File: src/sv/lprt_pkg.sv
// Shared types and codes for the longest-prefix route table.
// Item structs, route entry layout, command/status/register codes.
// No dependencies.
`default_nettype none

package lprt_pkg;

   localparam int DATA_W = 32;
   localparam int SLOT_W = 5;
   localparam int CSR_IDX_W = 2;

   // commands
   localparam logic [1:0] CMD_LOOKUP = 2'd0;
   localparam logic [1:0] CMD_ADD    = 2'd1;
   localparam logic [1:0] CMD_DELETE = 2'd2;

   // result status codes
   localparam logic [2:0] ST_OK          = 3'd0;
   localparam logic [2:0] ST_NOT_FOUND   = 3'd1;
   localparam logic [2:0] ST_UNREACHABLE = 3'd2;
   localparam logic [2:0] ST_COVERED     = 3'd3;
   localparam logic [2:0] ST_FULL        = 3'd4;
   localparam logic [2:0] ST_EMPTY       = 3'd5;

   // register indexes
   localparam logic [CSR_IDX_W-1:0] CSR_PORT0_ADDRESS = 2'd0;
   localparam logic [CSR_IDX_W-1:0] CSR_PORT0_MASK    = 2'd1;
   localparam logic [CSR_IDX_W-1:0] CSR_PORT1_ADDRESS = 2'd2;
   localparam logic [CSR_IDX_W-1:0] CSR_PORT1_MASK    = 2'd3;

   typedef struct packed {
      logic [1:0]        command;
      logic [DATA_W-1:0] address;
      logic [DATA_W-1:0] prefix_mask;
      logic [DATA_W-1:0] gateway;
      logic [SLOT_W-1:0] slot;
   } req_type;

   typedef struct packed {
      logic [2:0]        status;
      logic [DATA_W-1:0] next_hop;
      logic              exit_port;
      logic [SLOT_W-1:0] hit_slot;
      logic [DATA_W-1:0] hit_mask;
   } rsp_type;

   // one table entry as stored in the route memory
   typedef struct packed {
      logic              valid;
      logic [DATA_W-1:0] prefix;
      logic [DATA_W-1:0] mask;
      logic [DATA_W-1:0] gateway;
      logic              port;
   } route_type;

   // running result of a table scan
   typedef struct packed {
      logic              found;
      logic              free_found;
      logic [DATA_W-1:0] mask;
      logic [DATA_W-1:0] gateway;
      logic              port;
   } match_type;

endpackage

`default_nettype wire

File: src/sv/lprt_route_mem.sv
// Route table storage: one write port, one read port with registered data.
// Depends on lprt_pkg (route_type).
`default_nettype none

module lprt_route_mem #(
   parameter int ENTRIES = 32,
   parameter int IDX_W   = 5
) (
   input  wire                      clock,
   input  wire                      wr_en,
   input  wire  [IDX_W-1:0]         wr_addr,
   input  lprt_pkg::route_type      wr_data,
   input  wire                      rd_en,
   input  wire  [IDX_W-1:0]         rd_addr,
   output lprt_pkg::route_type      rd_data
);
   import lprt_pkg::*;

   route_type route_ram [ENTRIES];
   route_type rd_data_ff;

   // write port
   always_ff @(posedge clock) begin
      if (wr_en) begin
         route_ram[wr_addr] <= wr_data;
      end
   end

   // read port, data registered and valid in the cycle after the address
   always_ff @(posedge clock) begin
      if (rd_en) begin
         rd_data_ff <= route_ram[rd_addr];
      end
   end

   assign rd_data = rd_data_ff;

endmodule

`default_nettype wire

File: src/sv/lprt_match_unit.sv
// Shared compare unit: checks one table entry per cycle against the key
// while eval_en is high, keeps the longest matching route and the lowest
// free slot seen so far. Depends on lprt_pkg (route_type, match_type).
`default_nettype none

module lprt_match_unit #(
   parameter int IDX_W = 5
) (
   input  wire                      clock,
   input  wire                      reset,
   input  wire                      clear,
   input  wire                      eval_en,
   input  wire  [31:0]              key_addr,
   input  lprt_pkg::route_type      entry,
   input  wire  [IDX_W-1:0]         entry_idx,
   output lprt_pkg::match_type      match,
   output logic [IDX_W-1:0]         best_idx,
   output logic [IDX_W-1:0]         free_idx
);
   import lprt_pkg::*;

   logic              found_ff;
   logic              free_found_ff;
   logic [DATA_W-1:0] mask_ff;
   logic [DATA_W-1:0] gateway_ff;
   logic              port_ff;
   logic [IDX_W-1:0]  best_idx_ff;
   logic [IDX_W-1:0]  free_idx_ff;
   logic              hit;
   logic              better;
   logic              take_free;

   // strict greater keeps the lowest slot on equal masks
   always_comb begin
      hit       = entry.valid && (((entry.prefix ^ key_addr) & entry.mask) == '0);
      better    = hit && (!found_ff || (entry.mask > mask_ff));
      take_free = !entry.valid && !free_found_ff;
   end

   // flags
   always_ff @(posedge clock) begin
      if (reset || clear) begin
         found_ff      <= 1'b0;
         free_found_ff <= 1'b0;
      end else if (eval_en) begin
         if (better) begin
            found_ff <= 1'b1;
         end
         if (take_free) begin
            free_found_ff <= 1'b1;
         end
      end
   end

   // captured route and slot
   always_ff @(posedge clock) begin
      if (eval_en && better) begin
         mask_ff     <= entry.mask;
         gateway_ff  <= entry.gateway;
         port_ff     <= entry.port;
         best_idx_ff <= entry_idx;
      end
      if (eval_en && take_free) begin
         free_idx_ff <= entry_idx;
      end
   end

   always_comb begin
      match.found      = found_ff;
      match.free_found = free_found_ff;
      match.mask       = mask_ff;
      match.gateway    = gateway_ff;
      match.port       = port_ff;
      best_idx         = best_idx_ff;
      free_idx         = free_idx_ff;
   end

endmodule

`default_nettype wire

File: src/sv/longest_prefix_route_table_unit.sv
// Longest-prefix route table. A lookup or an add walks the whole table through
// the single read port of the route memory, one slot per cycle, with one shared
// compare unit. Such an item scans every slot through the registered read port,
// then decides, then hands its result to the output register; only after
// that hand-off is the next item taken. A delete reads its slot, checks and
// clears it, then hands off its result the same way. A lookup on an empty
// table, a delete of a slot beyond the table or an unknown command goes
// straight to the hand-off of its result.
// After reset a clearing pass invalidates every slot; req_ready stays low
// until it ends, while configuration writes are taken at any time. A
// finished result waits in the output register; the next item is accepted
// and worked meanwhile, and only its own hand-off waits for the slot.
// Depends on lprt_pkg, lprt_route_mem, lprt_match_unit.
`default_nettype none

module longest_prefix_route_table_unit #(
   parameter int ENTRIES = 32
) (
   input  wire                               clock,
   input  wire                               reset,
   // request channel
   input  wire                               req_valid,
   output logic                              req_ready,
   input  lprt_pkg::req_type                 req_payload,
   // response channel
   output logic                              rsp_valid,
   input  wire                               rsp_ready,
   output lprt_pkg::rsp_type                 rsp_payload,
   // configuration writes
   input  wire                               csr_we,
   input  wire  [lprt_pkg::CSR_IDX_W-1:0]    csr_index,
   input  wire  [lprt_pkg::DATA_W-1:0]       csr_wdata
);
   import lprt_pkg::*;

   localparam int IW = (ENTRIES > 1) ? $clog2(ENTRIES) : 1;
   localparam int CW = $clog2(ENTRIES + 1);

   localparam logic [2:0] S_CLEAR   = 3'd0;
   localparam logic [2:0] S_IDLE    = 3'd1;
   localparam logic [2:0] S_SCAN    = 3'd2;
   localparam logic [2:0] S_DECIDE  = 3'd3;
   localparam logic [2:0] S_DEL_RD  = 3'd4;
   localparam logic [2:0] S_DEL_CHK = 3'd5;
   localparam logic [2:0] S_DONE    = 3'd6;

   logic [2:0]        state_ff, state_in;
   logic [CW-1:0]     cnt_ff, cnt_in;
   logic [CW-1:0]     count_ff, count_in;
   logic              pend_ff, pend_in;
   logic [IW-1:0]     pend_idx_ff, pend_idx_in;
   req_type           key_ff, key_in;
   rsp_type           res_ff, res_in;
   logic              rsp_valid_ff, rsp_valid_in;
   rsp_type           rsp_payload_ff, rsp_payload_in;
   logic [DATA_W-1:0] port0_address_ff, port0_mask_ff;
   logic [DATA_W-1:0] port1_address_ff, port1_mask_ff;

   logic              wr_en, rd_en;
   logic [IW-1:0]     wr_addr, rd_addr;
   route_type         wr_data, rd_data;
   logic              scan_clear;
   match_type         match;
   logic [IW-1:0]     best_idx, free_idx;
   logic              on_port0, on_port1;

   lprt_route_mem #(
      .ENTRIES (ENTRIES),
      .IDX_W   (IW)
   ) u_mem (
      .clock   (clock),
      .wr_en   (wr_en),
      .wr_addr (wr_addr),
      .wr_data (wr_data),
      .rd_en   (rd_en),
      .rd_addr (rd_addr),
      .rd_data (rd_data)
   );

   lprt_match_unit #(
      .IDX_W (IW)
   ) u_match (
      .clock     (clock),
      .reset     (reset),
      .clear     (scan_clear),
      .eval_en   (pend_ff),
      .key_addr  (key_ff.address),
      .entry     (rd_data),
      .entry_idx (pend_idx_ff),
      .match     (match),
      .best_idx  (best_idx),
      .free_idx  (free_idx)
   );

   // gateway reachability, port 0 first
   always_comb begin
      on_port0 = (port0_address_ff & port0_mask_ff) == (key_ff.gateway & port0_mask_ff);
      on_port1 = (port1_address_ff & port1_mask_ff) == (key_ff.gateway & port1_mask_ff);
   end

   // sequencer
   always_comb begin
      state_in       = state_ff;
      cnt_in         = cnt_ff;
      count_in       = count_ff;
      pend_in        = 1'b0;
      pend_idx_in    = pend_idx_ff;
      key_in         = key_ff;
      res_in         = res_ff;
      rsp_valid_in   = rsp_valid_ff && !rsp_ready;
      rsp_payload_in = rsp_payload_ff;
      rd_en          = 1'b0;
      rd_addr        = '0;
      wr_en          = 1'b0;
      wr_addr        = '0;
      wr_data        = '0;
      scan_clear     = 1'b0;
      case (state_ff)
         S_CLEAR: begin
            wr_en   = 1'b1;
            wr_addr = cnt_ff[IW-1:0];
            cnt_in  = cnt_ff + CW'(1);
            if (cnt_ff == CW'(ENTRIES - 1)) begin
               cnt_in   = '0;
               state_in = S_IDLE;
            end
         end
         S_IDLE: begin
            if (req_valid) begin
               key_in     = req_payload;
               res_in     = '0;
               scan_clear = 1'b1;
               cnt_in     = '0;
               case (req_payload.command)
                  CMD_LOOKUP: begin
                     if (count_ff == '0) begin
                        res_in.status = ST_EMPTY;
                        state_in      = S_DONE;
                     end else begin
                        state_in = S_SCAN;
                     end
                  end
                  CMD_ADD: begin
                     state_in = S_SCAN;
                  end
                  CMD_DELETE: begin
                     if (32'(req_payload.slot) < 32'(ENTRIES)) begin
                        state_in = S_DEL_RD;
                     end else begin
                        res_in.status = ST_NOT_FOUND;
                        state_in      = S_DONE;
                     end
                  end
                  default: begin
                     res_in.status = ST_NOT_FOUND;
                     state_in      = S_DONE;
                  end
               endcase
            end
         end
         S_SCAN: begin
            // read slot cnt, the compare unit sees it in the next cycle
            if (cnt_ff != CW'(ENTRIES)) begin
               rd_en       = 1'b1;
               rd_addr     = cnt_ff[IW-1:0];
               pend_in     = 1'b1;
               pend_idx_in = cnt_ff[IW-1:0];
               cnt_in      = cnt_ff + CW'(1);
            end else begin
               state_in = S_DECIDE;
            end
         end
         S_DECIDE: begin
            state_in = S_DONE;
            if (key_ff.command == CMD_LOOKUP) begin
               if (match.found) begin
                  res_in.status    = ST_OK;
                  res_in.next_hop  = match.gateway;
                  res_in.exit_port = match.port;
                  res_in.hit_slot  = SLOT_W'(best_idx);
                  res_in.hit_mask  = match.mask;
               end else begin
                  res_in.status = ST_NOT_FOUND;
               end
            end else if (match.found && (match.mask != '0)) begin
               res_in.status = ST_COVERED;
            end else if (!on_port0 && !on_port1) begin
               res_in.status = ST_UNREACHABLE;
            end else if (!match.free_found) begin
               res_in.status = ST_FULL;
            end else begin
               wr_en            = 1'b1;
               wr_addr          = free_idx;
               wr_data.valid    = 1'b1;
               wr_data.prefix   = key_ff.address & key_ff.prefix_mask;
               wr_data.mask     = key_ff.prefix_mask;
               wr_data.gateway  = key_ff.gateway;
               wr_data.port     = !on_port0;
               count_in         = count_ff + CW'(1);
               res_in.status    = ST_OK;
               res_in.next_hop  = key_ff.gateway;
               res_in.exit_port = !on_port0;
               res_in.hit_slot  = SLOT_W'(free_idx);
               res_in.hit_mask  = key_ff.prefix_mask;
            end
         end
         S_DEL_RD: begin
            rd_en    = 1'b1;
            rd_addr  = IW'(key_ff.slot);
            state_in = S_DEL_CHK;
         end
         S_DEL_CHK: begin
            state_in = S_DONE;
            if (rd_data.valid) begin
               wr_en           = 1'b1;
               wr_addr         = IW'(key_ff.slot);
               wr_data         = rd_data;
               wr_data.valid   = 1'b0;
               count_in        = count_ff - CW'(1);
               res_in.status   = ST_OK;
               res_in.hit_slot = key_ff.slot;
            end else begin
               res_in.status = ST_NOT_FOUND;
            end
         end
         S_DONE: begin
            // hand the result to the output register once it is free
            if (!rsp_valid_ff || rsp_ready) begin
               rsp_valid_in   = 1'b1;
               rsp_payload_in = res_ff;
               state_in       = S_IDLE;
            end
         end
         default: begin
            state_in = S_IDLE;
         end
      endcase
   end

   // control registers
   always_ff @(posedge clock) begin
      if (reset) begin
         state_ff     <= S_CLEAR;
         cnt_ff       <= '0;
         count_ff     <= '0;
         pend_ff      <= 1'b0;
         rsp_valid_ff <= 1'b0;
      end else begin
         state_ff     <= state_in;
         cnt_ff       <= cnt_in;
         count_ff     <= count_in;
         pend_ff      <= pend_in;
         rsp_valid_ff <= rsp_valid_in;
      end
   end

   // payload registers
   always_ff @(posedge clock) begin
      pend_idx_ff    <= pend_idx_in;
      key_ff         <= key_in;
      res_ff         <= res_in;
      rsp_payload_ff <= rsp_payload_in;
   end

   // configuration registers
   always_ff @(posedge clock) begin
      if (reset) begin
         port0_address_ff <= '0;
         port0_mask_ff    <= '0;
         port1_address_ff <= '0;
         port1_mask_ff    <= '0;
      end else if (csr_we) begin
         case (csr_index)
            CSR_PORT0_ADDRESS: port0_address_ff <= csr_wdata;
            CSR_PORT0_MASK:    port0_mask_ff    <= csr_wdata;
            CSR_PORT1_ADDRESS: port1_address_ff <= csr_wdata;
            CSR_PORT1_MASK:    port1_mask_ff    <= csr_wdata;
            default: begin
            end
         endcase
      end
   end

   assign req_ready   = (state_ff == S_IDLE);
   assign rsp_valid   = rsp_valid_ff;
   assign rsp_payload = rsp_payload_ff;

   // table writes only come from the clearing pass, an add or a delete
   a_write_states: assert property (@(posedge clock) disable iff (reset)
      wr_en |-> (state_ff == S_CLEAR || state_ff == S_DECIDE || state_ff == S_DEL_CHK))
      else $error("route memory written outside clear/add/delete");

   // route count never exceeds the table size
   a_count_bound: assert property (@(posedge clock) disable iff (reset)
      32'(count_ff) <= 32'(ENTRIES))
      else $error("route count above table size");

   // an accepted item always starts work
   a_accept_leaves_idle: assert property (@(posedge clock) disable iff (reset)
      (req_valid && req_ready) |=> (state_ff != S_IDLE))
      else $error("accepted item left the sequencer idle");

   // compare unit only sees data during a scan
   a_eval_in_scan: assert property (@(posedge clock) disable iff (reset)
      pend_ff |-> (state_ff == S_SCAN))
      else $error("compare unit enabled outside a scan");

   // add result with ok status always carries a free slot
   a_add_has_slot: assert property (@(posedge clock) disable iff (reset)
      (state_ff == S_DECIDE && wr_en) |-> match.free_found)
      else $error("route stored without a free slot");

endmodule

`default_nettype wire
File: config.mk
export PLATFORM = sky130hd
export DESIGN_NAME = longest_prefix_route_table_unit
export DESIGN_NICKNAME = d
export VERILOG_FILES = /design/src/sv/lprt_pkg.sv /design/src/sv/lprt_route_mem.sv /design/src/sv/lprt_match_unit.sv /design/src/sv/longest_prefix_route_table_unit.sv
export SDC_FILE = /design/constraint.sdc
export NUM_CORES = 2
export LEC_CHECK = 0
export BUFFER_PORTS_ARGS = -buffer_cell sky130_fd_sc_hd__buf_2
export CAP_MARGIN = 25
export CELL_PAD_IN_SITES_DETAIL_PLACEMENT = 1
export CELL_PAD_IN_SITES_GLOBAL_PLACEMENT = 1
export CORE_MARGIN = 2
export CORE_UTILIZATION = 48
export DETAILED_ROUTE_END_ITERATION = 12
export PLACE_DENSITY_LB_ADDON = 0.1
export SYNTH_ARGS = -nofsm -noshare
export SYNTH_HDL_FRONTEND = slang
export SYNTH_SLANG_ARGS = --single-unit
File: constraint.sdc
create_clock -name clock -period 25.8 [get_ports clock]
set_input_delay 5.16 -clock clock [delete_from_list [all_inputs] [get_ports clock]]
set_output_delay 5.16 -clock clock [all_outputs]
set_load 0.02 [all_outputs]
==> run_results.csv <==
group,metric,value,unit
power,finalPower,13.4,mW
power,switchingPower,3.20,mW
critical_path,r2r-start,"key_ff[27]",
floorplanning,boundaryPins,217,
synth,synthTopCellsByArea,"edfxtp_1, nand2_1, nand3_1",
timing,finalMaxSlewViolations,0,
synth,seq_area_frac_synth,75.8,%
layout,final_area,0.165,mm2
power,seqPwrFrac,52.3,%
critical_path,crit_end,"req_ready",
power,p_leak,53.9,nW
clock_tree,clk_path_buf_depth,4,
critical_path,r2r_slack,19.00,ns
timing,hold_violations,0,
floorplanning,die_height,554,um
synth,synth.largest_area_cell,"edfxtp_1",
power,vdd_drop_max,63.7,uV
grt,antenna_found_initial,21,
synth,ys_ff_latch,3710,
synth,ys_types,58,
synth,synthCells,11100,
timing,rsz0062_at_grt,"no",
floorplanning,start_util,48.3,%
timing,tns,0,ns
critical_path,arrival,2.31,ns
synth,synth_fp_nets,11300,
synth,yosysTopAreaCellShare,73.8,%
floorplanning,core,0.300,mm2
routing,first_iter_violations,11400,
clock_tree,cts_buffers,391,
critical_path,cp-start-kind,"register",
critical_path,reg2reg_depth,11,
power,p_sw_share,23.9,%
floorplanning,row_count,201,
clock_tree,cts.repair.resized,0,
routing,routedWlPerCell,31.9,um
critical_path,path_cells,"nor2b_1 -> nor2b_1 -> buf_2",
placed_design,place_area,0.151,mm2
clock_tree,cts_root_buf,"clkbuf_16",
routing,totalWireLength,498000,um
timing,setup_viol,0,
clock_tree,cts_setup_buffers,0,
floorplanning,dieArea,0.306,mm2
grt,track_usage,31.9,%
clock_tree,cts_sinks,3710,
run_status,status,"complete, no violations",
routing,vias,98000,
routing,postRouteAntennaNets,0,
clock_tree,hold_buffers,0,
routing,dr.pass1.iters,6,
timing,min_period,7.47,ns
min_path,hold_path.class,"reg -> reg",
placed_design,place_ws,18.09,ns
synth,syn_area_per_cell,13.0,um2
critical_path,cp_common_cell,"nor2b_1",
clock_tree,cts_htree_levels,5,
power,power.density,81.3,mW/mm2
critical_path,startpoint,"state_ff[2]",
routing,drt-vias-per-instance,6.28,
synth,synth_area,0.145,mm2
timing,fin_crit_sh,28.9,%
grt,grt_pass1_vias,99200,
placed_design,portBuffers,216,
placed_design,gp_congestion,0.849,
critical_path,max_stage_delay,0.52,ns
critical_path,path_max_fanout,16,
power,clkPwrFrac,41.0,%
floorplanning,die_x,554,um
synth,synth_top_flop_cell,"edfxtp_1",
critical_path,worstSetupPathType,"reg -> out",
timing,skew,0.0548,ns
timing,slew_headroom,21.8,%
grt,grt_pass1_wl,710000,um
timing,setup_slack,18.33,ns
power,internal_power,10.2,mW
clock_tree,clk_pin_slew,0.06,ns
layout,drive_gt1_share,9.63,%
synth,synth_edf_count,3563,
placed_design,dp_hpwl,264000,um
critical_path,cp-end-kind,"output pin",
placed_design,dp.cells,14800,
layout,fin_cells,15600,
timing,fmax,0.134,GHz
grt,grt-ovfl-total,0,
routing,route.detailed.drc,0,
grt,grt_max_degree,182,
clock_tree,cts_tree,"done",
power,combPwrFrac,6.7,%
synth,ys_warn_count,0,
layout,nets,11500,
critical_path,cp_slowest_cell,"dfxtp_1",
job,max_cap_viol_count,0,
timing,worst_slew_pin_slew,1.17,ns
clock_tree,clk_latency,0.98,ns
critical_path,crit_required,20.64,ns
synth,async_flop_share,0,%
layout,syn_to_final_growth,13.5,%
critical_path,r2r_end,"u_mem.route_ram[21][49]",
logic make-up after synthesis:
logic type | share of synthesized area, %
AO/OA/AOI/OAI | 5.46
XOR/XNOR | 0.640
adder cells (fa/ha/maj) | 0.342
buffers and inverters | 2.01
flip-flops | 75.8
multiplexers | 0.0276
AND/OR/NAND/NOR | 15.7
worst min path at each step:
stage               depth (start not counted)       start               to  slack [ns]
finish                                      0  res_ff[38]  rsp_payload[38]        0.42
global route                                0  res_ff[38]  rsp_payload[38]        0.42
CTS                                         0  res_ff[54]  rsp_payload[54]        0.41
detailed placement                          0  res_ff[38]  rsp_payload[38]        0.41
global placement                            0  res_ff[55]  rsp_payload[55]        0.40
floorplan                                   0   res_ff[0]   rsp_payload[0]        0.40
Yosys cell counts (all sizes together), types with 2 or more instances:
cell / number
or4: 98
nand3: 1575
mux2i: 4
or4b: 2
a222oi: 6
a211oi: 4
nand2: 3073
o22ai: 2
nor4: 13
inv: 49
a22oi: 48
dfxtp: 147
xor2: 99
and3: 9
nor3b: 4
xnor2: 7
nor3: 209
edfxtp: 3563
nor2: 255
o32a: 2
or3b: 2
ha: 38
a311oi: 6
nand3b: 2
o32ai: 2
a21o: 18
a21oi: 735
or3: 5
nand4: 22
nand2b: 10
or2: 6
buf: 120
o21a: 3
a2111oi: 3
a22o: 102
o21ai: 52
a31oi: 6
a32o: 32
clkbuf: 591
a221o: 192
nor2b: 9
power by group through the flow:
stage / Sequential, mW / Clock, mW / Combinational (mW)
final: 7.00 / 5.49 / 0.900
after global routing: 7.01 / 5.75 / 0.954
after CTS: 6.99 / 5.54 / 0.892
after detailed placement: 7.12 / 0 / 0.884
after global placement: 7.10 / 0 / 0.851
after floorplan: 7.09 / 0 / 0.456
metal layers:
layer,share of wire [%],vias to the layer above,global-route usage (%),wire (um)
met1,41,51400,44.0,202000
li1,-,41200,-,-
met3,8.1,926,4.22,40200
met4,4.6,12,13.4,23100
met5,0.017,-,0,86
met2,47,4570,51.2,233000
stage by stage:
| step | hold slack, ns | utilization [%] |
|---|---|---|
| floorplan | 0.400 | - |
| global placement | 0.402 | 50.2 |
| detailed placement | 0.406 | 50.3 |
| CTS | 0.407 | 54.4 |
| global route | 0.420 | 54.8 |
| finish | 0.417 | 54.8 |
state kept, by name (all words and copies together) (netlist names), 32 cells and up:
signal	count
u_match.mask_ff	32
key_ff	103
port0_address_ff	32
port1_mask_ff	32
res_ff	73
u_mem.route_ram	3136
port1_address_ff	32
port0_mask_ff	32
rsp_payload	73
u_match.gateway_ff	32
u_mem.rd_data	98
area by class of cell:
class / count / area, um2
clock buffer: 489 / 10300
fill: 29500 / 136000
sequential: 3710 / 110000
inverter: 49 / 184
multi-input combinational: 6665 / 32600
clock inverter: 228 / 1970
timing repair buffer: 507 / 4610
tap: 3958 / 4950
antenna: 15 / 37.5
cell usage in the layout (no fill, tap or decap), types with 15 or more instances in the layout:
| cell | n |
|---|---|
| a21o_1 | 16 |
| buf_12 | 28 |
| o21ai_0 | 49 |
| buf_4 | 197 |
| a22oi_1 | 48 |
| nand2_1 | 3069 |
| buf_2 | 218 |
| edfxtp_1 | 3563 |
| or4_1 | 98 |
| a22o_1 | 102 |
| clkbuf_16 | 398 |
| clkinv_1 | 86 |
| xor2_1 | 99 |
| buf_8 | 16 |
| nand3_1 | 1574 |
| clkbuf_1 | 88 |
| nor2_4 | 28 |
| inv_1 | 47 |
| dfxtp_1 | 147 |
| nor2_1 | 225 |
| bufinv_16 | 24 |
| diode_2 | 15 |
| clkinv_2 | 83 |
| nor3_1 | 199 |
| buf_16 | 41 |
| a32o_1 | 32 |
| nand4_1 | 22 |
| a221o_1 | 192 |
| a21oi_1 | 733 |
| ha_1 | 38 |
critical path: cells and delay by family, from the launching register on:
kind / cells / cell delay, ns
buf+inv: 1 / 0.24
flops: 1 / 0.52
simple gates: 2 / 0.62
No activity file was read; power rests on OpenSTA's default activity.
